--- src/hw/rtl/sse_pkg.sv ---
// Shared types and constants for the sorted set engine.
// Used by the controller, the datapath and the top level; depends on nothing.
`default_nettype none

package sse_pkg;

   // Operation carried in the request tuser field.
   typedef enum logic [1:0] {
      KIND_INSERT = 2'd0,
      KIND_ERASE  = 2'd1,
      KIND_LOOKUP = 2'd2,
      KIND_CLEAR  = 2'd3
   } kind_type;

   // Commands that the controller hands to the datapath, one per cycle.
   typedef enum logic [3:0] {
      OP_NOP,
      OP_PROBE,
      OP_COMPARE,
      OP_SETUP,
      OP_MOVE_RD,
      OP_MOVE_WR,
      OP_COMMIT,
      OP_CLEAR,
      OP_REFUSE,
      OP_EDGE_RD,
      OP_EMIT
   } dp_op_type;

   typedef struct packed {
      dp_op_type op;
      logic      ready;
   } dp_cmd_type;

   typedef struct packed {
      kind_type kind;
      logic     taken;
      logic     search_open;
      logic     hit;
      logic     full;
      logic     move_more;
      logic     rsp_free;
   } dp_status_type;

   localparam int KIND_W      = 2;
   localparam int REQ_TDATA_W = 32;
   localparam int OUT_VALUE_W = 32;
   localparam int COUNT_W     = 7;
   localparam int RSP_FIELD_W = 3 + COUNT_W + 2 * OUT_VALUE_W;
   localparam int RSP_TDATA_W = 80;

endpackage

`default_nettype wire

--- src/hw/rtl/sse_control.sv ---
// Controller state machine of the sorted set engine.
// Sequences search, entry moves and result delivery; uses sse_pkg.
`default_nettype none

module sse_control
   import sse_pkg::*;
(
   input  wire logic          clock,
   input  wire logic          reset,
   input  wire dp_status_type status,
   output dp_cmd_type         cmd
);

   typedef enum logic [3:0] {
      ST_IDLE,
      ST_SEEK,
      ST_PROBE,
      ST_COMPARE,
      ST_SETUP,
      ST_MOVE_CHK,
      ST_MOVE_RD,
      ST_MOVE_WR,
      ST_COMMIT,
      ST_CLEAR,
      ST_REFUSE,
      ST_EDGE,
      ST_RESPOND
   } state_type;

   state_type  state_ff, state_in;
   dp_cmd_type cmd_ff, cmd_in;

   // The command register always carries the command of the state held.
   always_comb begin
      state_in     = state_ff;
      cmd_in.op    = OP_NOP;
      cmd_in.ready = 1'b0;
      case (state_ff)
         ST_IDLE: begin
            // A beat taken in idle starts the search.
            if (status.taken) begin
               state_in = ST_SEEK;
            end else begin
               cmd_in.ready = 1'b1;
            end
         end
         ST_SEEK: begin
            if (status.search_open) begin
               state_in  = ST_PROBE;
               cmd_in.op = OP_PROBE;
            end else if (status.kind == KIND_CLEAR) begin
               state_in  = ST_CLEAR;
               cmd_in.op = OP_CLEAR;
            end else if (status.kind == KIND_INSERT && !status.hit) begin
               if (status.full) begin
                  state_in  = ST_REFUSE;
                  cmd_in.op = OP_REFUSE;
               end else begin
                  state_in  = ST_SETUP;
                  cmd_in.op = OP_SETUP;
               end
            end else if (status.kind == KIND_ERASE && status.hit) begin
               state_in  = ST_SETUP;
               cmd_in.op = OP_SETUP;
            end else begin
               state_in  = ST_EDGE;
               cmd_in.op = OP_EDGE_RD;
            end
         end
         ST_PROBE: begin
            state_in  = ST_COMPARE;
            cmd_in.op = OP_COMPARE;
         end
         ST_COMPARE: state_in = ST_SEEK;
         ST_SETUP:   state_in = ST_MOVE_CHK;
         ST_MOVE_CHK: begin
            if (status.move_more) begin
               state_in  = ST_MOVE_RD;
               cmd_in.op = OP_MOVE_RD;
            end else begin
               state_in  = ST_COMMIT;
               cmd_in.op = OP_COMMIT;
            end
         end
         ST_MOVE_RD: begin
            state_in  = ST_MOVE_WR;
            cmd_in.op = OP_MOVE_WR;
         end
         ST_MOVE_WR: state_in = ST_MOVE_CHK;
         ST_COMMIT, ST_CLEAR, ST_REFUSE: begin
            state_in  = ST_EDGE;
            cmd_in.op = OP_EDGE_RD;
         end
         ST_EDGE: begin
            state_in  = ST_RESPOND;
            cmd_in.op = OP_EMIT;
         end
         ST_RESPOND: begin
            if (status.rsp_free) begin
               state_in     = ST_IDLE;
               cmd_in.ready = 1'b1;
            end else begin
               cmd_in.op = OP_EMIT;
            end
         end
         default: state_in = ST_IDLE;
      endcase
   end

   always_ff @(posedge clock) begin
      if (reset) begin
         state_ff     <= ST_IDLE;
         cmd_ff.op    <= OP_NOP;
         cmd_ff.ready <= 1'b0;
      end else begin
         state_ff <= state_in;
         cmd_ff   <= cmd_in;
      end
   end

   assign cmd = cmd_ff;

endmodule

`default_nettype wire

--- src/hw/rtl/sse_datapath.sv ---
// Datapath of the sorted set engine: sorted store memory, search bounds,
// count, move index and the result register. Uses sse_pkg.
`default_nettype none

module sse_datapath
   import sse_pkg::*;
#(
   parameter int CAPACITY   = 64,
   parameter int VALUE_BITS = 32
) (
   input  wire logic                   clock,
   input  wire logic                   reset,
   input  wire dp_cmd_type             cmd,
   output dp_status_type               status,
   input  wire logic                   req_tvalid,
   input  wire logic [KIND_W-1:0]      req_tuser,
   input  wire logic [REQ_TDATA_W-1:0] req_tdata,
   input  wire logic                   rsp_tready,
   output logic                        rsp_tvalid,
   output logic [RSP_TDATA_W-1:0]      rsp_tdata
);

   localparam int AW = $clog2(CAPACITY);
   localparam int CW = $clog2(CAPACITY + 1);
   localparam int EW = (VALUE_BITS > OUT_VALUE_W) ? VALUE_BITS : OUT_VALUE_W;
   localparam logic [CW-1:0] CapCount = CW'(CAPACITY);

   logic [VALUE_BITS-1:0] store_mem [CAPACITY];

   kind_type              kind_ff, kind_in;
   logic [VALUE_BITS-1:0] value_ff, value_in;
   logic [CW-1:0]         lo_ff, lo_in, hi_ff, hi_in, mid_ff, mid_in;
   logic [CW-1:0]         mv_ff, mv_in, count_ff, count_in;
   logic                  eq_ff, eq_in, refused_ff, refused_in;
   logic                  rsp_valid_ff, rsp_valid_in;
   logic [RSP_TDATA_W-1:0] rsp_data_ff, rsp_data_in;
   logic [VALUE_BITS-1:0] rda_ff, rdb_ff;

   logic                  load, is_ins, rsp_free, empty;
   logic [CW-1:0]         mid, rda_idx;
   logic                  rda_en, rdb_en, wr_en;
   logic [AW-1:0]         wr_addr;
   logic [VALUE_BITS-1:0] wr_data;
   logic [EW-1:0]         min_wide, max_wide;
   logic [OUT_VALUE_W-1:0] min_out, max_out;

   assign load     = cmd.ready & req_tvalid;
   assign is_ins   = (kind_ff == KIND_INSERT);
   assign rsp_free = !rsp_valid_ff || rsp_tready;
   assign empty    = (count_ff == '0);
   assign mid      = lo_ff + ((hi_ff - lo_ff) >> 1);

   // Memory port control.
   always_comb begin
      rda_en  = 1'b0;
      rdb_en  = 1'b0;
      rda_idx = '0;
      wr_en   = 1'b0;
      wr_addr = mv_ff[AW-1:0];
      wr_data = rda_ff;
      case (cmd.op)
         OP_PROBE: begin
            rda_en  = 1'b1;
            rda_idx = mid;
         end
         OP_MOVE_RD: begin
            rda_en  = 1'b1;
            rda_idx = is_ins ? (mv_ff - 1'b1) : (mv_ff + 1'b1);
         end
         OP_MOVE_WR: wr_en = 1'b1;
         OP_COMMIT: begin
            if (is_ins) begin
               wr_en   = 1'b1;
               wr_addr = lo_ff[AW-1:0];
               wr_data = value_ff;
            end
         end
         OP_EDGE_RD: begin
            rda_en = 1'b1;
            rdb_en = 1'b1;
         end
         default: ;
      endcase
   end

   always_ff @(posedge clock) begin
      if (wr_en) begin
         store_mem[wr_addr] <= wr_data;
      end
      if (rda_en) begin
         rda_ff <= store_mem[rda_idx[AW-1:0]];
      end
      if (rdb_en) begin
         rdb_ff <= store_mem[AW'(count_ff - 1'b1)];
      end
   end

   assign min_wide = EW'(rda_ff);
   assign max_wide = EW'(rdb_ff);
   assign min_out  = empty ? '0 : min_wide[OUT_VALUE_W-1:0];
   assign max_out  = empty ? '0 : max_wide[OUT_VALUE_W-1:0];

   always_comb begin
      kind_in      = kind_ff;
      value_in     = value_ff;
      lo_in        = lo_ff;
      hi_in        = hi_ff;
      mid_in       = mid_ff;
      mv_in        = mv_ff;
      count_in     = count_ff;
      eq_in        = eq_ff;
      refused_in   = refused_ff;
      rsp_valid_in = rsp_valid_ff && !rsp_tready;
      rsp_data_in  = rsp_data_ff;
      if (load) begin
         kind_in    = kind_type'(req_tuser);
         value_in   = VALUE_BITS'(req_tdata);
         lo_in      = '0;
         hi_in      = (kind_type'(req_tuser) == KIND_CLEAR) ? '0 : count_ff;
         eq_in      = 1'b0;
         refused_in = 1'b0;
      end
      case (cmd.op)
         OP_PROBE: mid_in = mid;
         OP_COMPARE: begin
            if (rda_ff < value_ff) begin
               lo_in = mid_ff + 1'b1;
            end else begin
               // The last upper-bound probe is the insertion point itself.
               hi_in = mid_ff;
               eq_in = (rda_ff == value_ff);
            end
         end
         OP_SETUP:   mv_in = is_ins ? count_ff : lo_ff;
         OP_MOVE_WR: mv_in = is_ins ? (mv_ff - 1'b1) : (mv_ff + 1'b1);
         OP_COMMIT:  count_in = is_ins ? (count_ff + 1'b1) : (count_ff - 1'b1);
         OP_CLEAR:   count_in = '0;
         OP_REFUSE:  refused_in = 1'b1;
         OP_EMIT: begin
            if (rsp_free) begin
               rsp_valid_in = 1'b1;
               rsp_data_in  = {(RSP_TDATA_W - RSP_FIELD_W)'(0), max_out, min_out,
                               empty, COUNT_W'(count_ff), refused_ff, eq_ff};
            end
         end
         default: ;
      endcase
   end

   always_ff @(posedge clock) begin
      if (reset) begin
         count_ff     <= '0;
         rsp_valid_ff <= 1'b0;
      end else begin
         count_ff     <= count_in;
         rsp_valid_ff <= rsp_valid_in;
      end
   end

   always_ff @(posedge clock) begin
      kind_ff     <= kind_in;
      value_ff    <= value_in;
      lo_ff       <= lo_in;
      hi_ff       <= hi_in;
      mid_ff      <= mid_in;
      mv_ff       <= mv_in;
      eq_ff       <= eq_in;
      refused_ff  <= refused_in;
      rsp_data_ff <= rsp_data_in;
   end

   assign status.kind        = kind_ff;
   assign status.taken       = load;
   assign status.search_open = (lo_ff < hi_ff);
   assign status.hit         = eq_ff;
   assign status.full        = (count_ff == CapCount);
   assign status.move_more   = is_ins ? (mv_ff > lo_ff) : ((mv_ff + 1'b1) < count_ff);
   assign status.rsp_free    = rsp_free;

   assign rsp_tvalid = rsp_valid_ff;
   assign rsp_tdata  = rsp_data_ff;

endmodule

`default_nettype wire

--- src/hw/rtl/sorted_set_engine.sv ---
// Sorted set engine: a bounded set of distinct values kept in ascending order.
// Each request is an insert, erase, lookup or clear; each yields one response
// beat with found, refused_full, element count, empty flag, minimum and maximum.
// Requests enter on the req_ stream (kind in tuser, value in tdata), responses
// leave on the rsp_ stream from an output register.
// One request is in work at a time. Its search makes at most
// floor(log2(count)) + 1 binary search probes on the single-ported search read
// of the store memory; req_tready rises again in the same cycle as the response
// becomes valid. A clear or a refused insert passes through its own clear or
// refuse state. An insert of a new value or an erase of a present one moves up
// to CAPACITY-1 entries one at a time through that same memory port.
// A waiting response never blocks the work on the following request; only the
// hand-off of the next response waits for rsp_tready.
// Reset (synchronous) empties the set and drops any held response; req_tready
// is low during reset and rises in the cycle after it is released. The store
// memory is not cleared; values past the count never reach a response.
`default_nettype none

module sorted_set_engine
   import sse_pkg::*;
#(
   parameter int CAPACITY   = 64,
   parameter int VALUE_BITS = 32
) (
   input  wire logic                   clock,
   input  wire logic                   reset,
   input  wire logic                   req_tvalid,
   output logic                        req_tready,
   input  wire logic [REQ_TDATA_W-1:0] req_tdata,  // [31:0] value
   input  wire logic [KIND_W-1:0]      req_tuser,  // [1:0] kind
   output logic                        rsp_tvalid,
   input  wire logic                   rsp_tready,
   // [0] found, [1] refused_full, [8:2] element_count, [9] is_empty,
   // [41:10] min_value, [73:42] max_value, [79:74] zero
   output logic [RSP_TDATA_W-1:0]      rsp_tdata
);

   dp_cmd_type    cmd;
   dp_status_type status;

   sse_control u_control (
      .clock  (clock),
      .reset  (reset),
      .status (status),
      .cmd    (cmd)
   );

   sse_datapath #(
      .CAPACITY   (CAPACITY),
      .VALUE_BITS (VALUE_BITS)
   ) u_datapath (
      .clock      (clock),
      .reset      (reset),
      .cmd        (cmd),
      .status     (status),
      .req_tvalid (req_tvalid),
      .req_tuser  (req_tuser),
      .req_tdata  (req_tdata),
      .rsp_tready (rsp_tready),
      .rsp_tvalid (rsp_tvalid),
      .rsp_tdata  (rsp_tdata)
   );

   assign req_tready = cmd.ready;

endmodule

`default_nettype wire

--- config.mk ---
export PLATFORM = sky130hd
export DESIGN_NAME = sorted_set_engine
export DESIGN_NICKNAME = d
export VERILOG_FILES = /design/src/hw/rtl/sse_pkg.sv /design/src/hw/rtl/sse_control.sv /design/src/hw/rtl/sse_datapath.sv /design/src/hw/rtl/sorted_set_engine.sv
export SDC_FILE = /design/constraint.sdc
export NUM_CORES = 2
export LEC_CHECK = 0
export ABC_CLOCK_PERIOD_IN_PS = 5800
export BUFFER_PORTS_ARGS = -buffer_cell sky130_fd_sc_hd__buf_2
export CELL_PAD_IN_SITES_DETAIL_PLACEMENT = 2
export CELL_PAD_IN_SITES_GLOBAL_PLACEMENT = 2
export CORE_MARGIN = 3
export CORE_UTILIZATION = 46
export CTS_CLUSTER_SIZE = 14
export DETAILED_ROUTE_END_ITERATION = 7
export PLACE_DENSITY = 0.85
export SYNTH_ARGS = -nofsm -noshare
export SYNTH_HDL_FRONTEND = slang
export SYNTH_SLANG_ARGS = --single-unit
--- constraint.sdc ---
create_clock -name clock -period 5.8 [get_ports clock]
set_input_delay 1.16 -clock clock [delete_from_list [all_inputs] [get_ports clock]]
set_output_delay 1.16 -clock clock [all_outputs]
set_load 0.03 [all_outputs]
==> results of run 1 <==
==> metal layers <==
metal,track usage,GRT overflow
met1,0.726,7
met2,0.856,103
met3,0.660,6
met4,0.704,88
met5,0.521,1
==> stage by stage <==
stage	cell area [µm²]	hold slack, ns	worst slack (ns)	utilization
after floorplan	108000	0.406	0.788	-
after global placement	114000	0.426	0.567	0.492
after detailed placement	114000	0.439	0.100	0.492
after CTS	122000	0.336	0.00118	0.526
==> logic make-up after synthesis <==
logic type	synth area share
and+or+nand+nor	0.130
DFF	0.629
AOI/OAI and AO/OA	0.0598
muxes	0.143
buffers and inverters	0.0277
adders and majority gates	0.00781
xor gates and xnor gates	0.00212
other	0.0000348
==> repair_timing <==
action / in CTS
cloned: 0
hold buffers: 0
setup endpoints to repair: 27
resized for setup: 4
pin swaps: 1
buffers inserted: 3
==> summary by stage, run 1 <==
Run status
The run stopped with a tool error. The stage where the flow stopped is global routing. The first error in the log reads "[ERROR GRT-0232] Routing congestion too high. Check the congestion heatmap in the GUI".

Global route
The overflow left after global routing is 205. The largest net degree at the start of global routing is 90. Across every metal layer, demand over resource in global routing totals 0.740. The initial antenna violation count was 110.

Synthesis
The number of library cell types mapped by synthesis is 76. Counting flops with an async set or reset pin after synthesis yields a share of 0. After technology mapping, the gate count stands at 7857. The number of flops mapped to enable cells by yosys is 2234. Sorting the synthesized cells by area gives the leading types as sky130_fd_sc_hd__edfxtp_1 62%, sky130_fd_sc_hd__mux4_2 14%, sky130_fd_sc_hd__nand2_1 7.6%, sky130_fd_sc_hd__and3_1 2.2%, sky130_fd_sc_hd__a311oi_1 1.4%. The top-area cell type share of the netlist area is 0.623. The average cell area after synthesis is 13.7 µm².

Sorting the synthesized cells by how often they occur yields 2234 x sky130_fd_sc_hd__edfxtp_1, 2190 x sky130_fd_sc_hd__nand2_1, 673 x sky130_fd_sc_hd__mux4_2. The synthesized design contains 2267 register bits. The number of warnings issued by yosys is 0. Summed over all instances, the cell type with the most area after synthesis is sky130_fd_sc_hd__edfxtp_1. In this run the cell area of the synthesized design comes to 108000 µm². The post-synthesis sequential area ratio is 0.629. The most used flip-flop cell after synthesis is sky130_fd_sc_hd__edfxtp_1. The leading cell type by number of instances after synthesis is sky130_fd_sc_hd__edfxtp_1.

Floorplanning
The floorplan step set the die width to 490 µm. Row generation in the floorplan step produced 176 rows. 120 I/O pins were placed. For this configuration, the core starts out at a cell density of 0.465.

The die is 490 µm tall.

Timing
After global-route timing repair, the worst endpoint was u_datapath.min_wide[23]$_DFFE_PP_/D. The kind of pin the worst path terminates on is a register input.

Placed design
The HPWL after detailed placement is 298 mm. The final RePlAce weighted congestion is 0.901. The count of input and output buffers is 113.

The number of instances in the placed design is 10800.

Clock tree
CTS built an H-tree with a depth of 4. The maximum buffer depth of the clock tree is 3. Clock tree synthesis found a total of 2267 sinks.

Clock tree synthesis selected as its root buffer the cell sky130_fd_sc_hd__clkbuf_16. The number of clock buffers added by TritonCTS is 238.
==> run 2, diff against run 1 <==
Settings changed: CELL_PAD_IN_SITES_DETAIL_PLACEMENT 2 to not set, CELL_PAD_IN_SITES_GLOBAL_PLACEMENT 2 to not set, CORE_UTILIZATION 46 to 35, CTS_CLUSTER_SIZE 14 to not set, PLACE_DENSITY 0.85 to not set, PLACE_DENSITY_LB_ADDON set to 0.15.
==> summary by stage, run 2 <==
Run status
The flow ran to the end, and the final reports show no timing, DRC or antenna violations.

Synthesis
For this run, the number of Yosys warnings is 0. In this run, distinct cell masters in the synthesized netlist total 76. In this run, synthesis produced a sequential element count of 2267. Of the post-synthesis cell area, the dominant cell type holds 0.623. The compound-gate portion of the synthesized area is 0.0598. The portion of synthesized area spent on multiplexers is 0.143. The xor/xnor share of the synthesized area is 0.00212. Summing every instance area after synthesis gives 108000 µm². Yosys instantiated no cell more often than sky130_fd_sc_hd__edfxtp_1.

The share of the Yosys chip area taken by registers is 0.629. Counting flops with an async set or reset pin after synthesis yields a share of 0. The dominant combinational cell family by area after synthesis is multiplexers.

Yosys mapped a number of flops with a built-in enable equal to 2234. The synthesized netlist cell count is 7857. By area the synthesized netlist is led by sky130_fd_sc_hd__edfxtp_1 62%, sky130_fd_sc_hd__mux4_2 14%, sky130_fd_sc_hd__nand2_1 7.6%, sky130_fd_sc_hd__and3_1 2.2%, sky130_fd_sc_hd__a311oi_1 1.4%. Of the total synthesized cell area, the portion taken by AND, OR, NAND and NOR gates is 0.130. The most used flip-flop cell after synthesis is sky130_fd_sc_hd__edfxtp_1.

The biggest area contributor in the post-synthesis netlist is sky130_fd_sc_hd__edfxtp_1. In this run the mean area of a mapped cell was 13.7 µm². Of the total synthesized cell area, the portion taken by full adders, half adders and majority gates is 0.00781. Ranked by instance count, the synthesized netlist is headed by 2234 x sky130_fd_sc_hd__edfxtp_1, 2190 x sky130_fd_sc_hd__nand2_1, 673 x sky130_fd_sc_hd__mux4_2.

Power and ir drop
In this run the static leakage power is 41.1 nW. The total net switching power is 17.7 mW. The part of the power in registers is 0.417. Of the total power, combinational logic draws 0.270. The share of total power dissipated in the clock network is 0.314. The total power of the final layout is 51.4 mW. Across the VDD grid, the largest voltage drop is 0.000531 V.

The power per standard cell area is 416 nW/µm². Internal power comes to 33.7 mW. Of the total power, the share spent switching nets is 0.345.

Clock tree
The number of setup buffers added after CTS is 0. The CTS buffer count is 268. Buffers inserted to repair hold after CTS numbered 0. No sink is reached through more buffers than the 4 on the longest clock path.

The root buffer selected by CTS is sky130_fd_sc_hd__clkbuf_16. The clock edge transition at the registers on the reported setup and hold paths is 0.06 ns. The CTS sink count is 2267. The number of cells upsized or downsized after cts is 0. The clock latency on the worst-skew pair is 0.87 ns. The TritonCTS clock tree is done. The H-tree was split into 5 levels.

Worst setup path
Data on the critical path arrives at its endpoint at 6.07 ns. The flop-to-flop setup slack is 0.41 ns. The maximum fanout along the worst path is 98. The most critical setup path has its startpoint at u_datapath.lo_ff[0]. The startpoint type of the worst setup path is a flip-flop. The startpoint of the most critical register-to-register path is u_datapath.lo_ff[0].

The data required time of the worst path is 6.48 ns. The worst setup path is captured at a flip-flop. The worst setup path is of the reg2reg kind.

Routing
The detail route stage leaves a number of antenna-violating nets equal to 0. Using the TritonRoute via totals, the vias-per-cell ratio works out to 6.08. After detailed routing, the wire length on met1 is 170 mm. After detailed routing, the number of remaining DRC violations is 0. The length of routed met2 wiring is 190 mm. The count of TritonRoute iterations in the first routing pass is 8.

The per-cell routed wire length is 34.3 µm. Summed over all nets, wire length on met3 after detailed routing comes to 42.4 mm. The first routing iteration left 10300 violations. The wire length reported by the detailed router is 420 mm. The routed via count is 74500. The highest routing layer actually used is met5.

Timing
The minimum clock period after layout is 5.39 ns. The worst hold slack is 0.460 ns. The max-slew violation count is 0.

For this run, the top clock speed supported by timing is 185 MHz. The least setup slack across all paths after layout is 0.409 ns. The total negative setup slack is 0 ns. Dividing the final minimum period by the clock period gives 0.930. Setup violations remaining at the end of the flow were counted as 0. The worst clock skew is 0.0491 ns.

The worst pin sits at a relative slew slack of 0.0586. The final-report hold violation count is 0. For the pin with the worst max-slew slack, the measured transition is 1.41 ns. Setup repair after global routing left no endpoint under its margin.

Floorplanning
After floorplanning, the core was divided into 202 placement rows. The region available for standard cell placement spans 305000 µm². The floorplan step defined a die boundary enclosing 314000 µm². The number of placed I/O pins is 120. The die is 561 µm wide. Measured along the y axis, the die boundary spans 561 µm. For this configuration, the core starts out at a cell density of 0.353.

Worst hold path
In this run the worst hold path is classified as in2reg. The worst hold path startpoint is req_tdata[18].

Placed design
The number of instances in the placed design is 11800. After detailed placement, the total cell area comes to 115000 µm². Summed over all nets, the half-perimeter wirelength after detailed placement is 242 mm. The count of buffers added on input and output ports is 113. The post-placement setup slack is 0.476 ns. The final RePlAce weighted congestion is 0.875.

Layout
Leaving out fill and tap cells, the most frequent cell in the layout is sky130_fd_sc_hd__edfxtp_1. Leaving out fill and tap cells, the most frequent cells in the layout are 2234 x sky130_fd_sc_hd__edfxtp_1, 2189 x sky130_fd_sc_hd__nand2_1, 673 x sky130_fd_sc_hd__mux4_2, 386 x sky130_fd_sc_hd__and3_1, 290 x sky130_fd_sc_hd__nand3_1. The net count of the finished layout is 8075.

Relative to the synthesized area, the layout overhead comes to 14.8%. The register with the most flip-flops in the final layout is u_datapath.store_mem. The post-layout instance area is 124000 µm². At the end of the flow the core is filled with cells to 0.406. The flip-flop count of the largest register, all copies and words added is 2048. The finished layout holds 12200 standard cells, fillers aside. Of the cells placed in the final design, the portion with a size suffix greater than 1 is 0.201.

Global route
The first global-routing pass estimated 580 mm of wire. The via count of the first global-routing pass is 71000. The largest net degree at the start of global routing is 114.

The global-route usage over all layers is 0.260. The total overflow left after global routing is 0. The initial antenna violation count is 27.

Run
The tool flagged a number of max-cap violations equal to 0.
[run 2: cell counts after synthesis]
Identical to the previous run, type by type.
[run 2: worst paths after layout]
path                            depth (start not counted)                 endpoint
worst min register to register                          0  u_datapath.rsp_tdata[1]
worst max-delay path                                   13  u_datapath.min_wide[23]
worst min-delay path                                    1  u_datapath.value_ff[18]
worst max register to register                         13  u_datapath.min_wide[23]
[run 2: area by class of cell]
cell class | count | area, µm²
antenna | 7 | 17.5
clock buffer | 334 | 7050
clock inverter | 126 | 1060
fill | 27900 | 181000
inverter | 60 | 225
multi-input combinational | 4916 | 37900
sequential | 2267 | 67700
tap | 4080 | 5100
timing repair buffer | 458 | 4390
[run 2: kinds of logic after synthesis]
group                      Yosys count
xor gates and xnor gates            26
AOI/OAI and AO/OA                  916
DFF                               2267
buffers and inverters              679
and+or+nand+nor                   3204
adders and majority gates           66
muxes                              698
other                                1
[run 2: metal layers]
layer	vias to the layer above	track usage
met5	-	0
met4	20	0.0968
met3	809	0.0627
met2	4258	0.399
met1	38900	0.357
li1	30500	-
[run 2: power by group through the flow]
stage	combinational (mW)	clock [mW]	sequential (mW)
5_1_grt	14.8	17.1	21.4
3_3_place_gp	13.5	0	21.7
4_1_cts	13.7	16.4	21.4
6_report	13.9	16.1	21.4
3_5_place_dp	13.6	0	21.7
2_1_floorplan	7.82	0	21.6
[run 2: critical path: stages, from the launching register on]
cell,delay (ns)
sky130_fd_sc_hd__dfxtp_1,0.50
sky130_fd_sc_hd__ha_1,0.25
sky130_fd_sc_hd__inv_1,0.06
sky130_fd_sc_hd__fa_1,0.50
sky130_fd_sc_hd__ha_1,0.20
sky130_fd_sc_hd__inv_1,0.08
sky130_fd_sc_hd__fa_1,0.42
sky130_fd_sc_hd__xnor2_1,0.15
sky130_fd_sc_hd__and2_1,0.19
sky130_fd_sc_hd__a21oi_4,1.04
sky130_fd_sc_hd__buf_12,0.48
sky130_fd_sc_hd__a211oi_1,0.17
sky130_fd_sc_hd__or4_1,0.70
sky130_fd_sc_hd__nor4_1,0.34
Note: power is estimated with default switching activity, not from simulation.
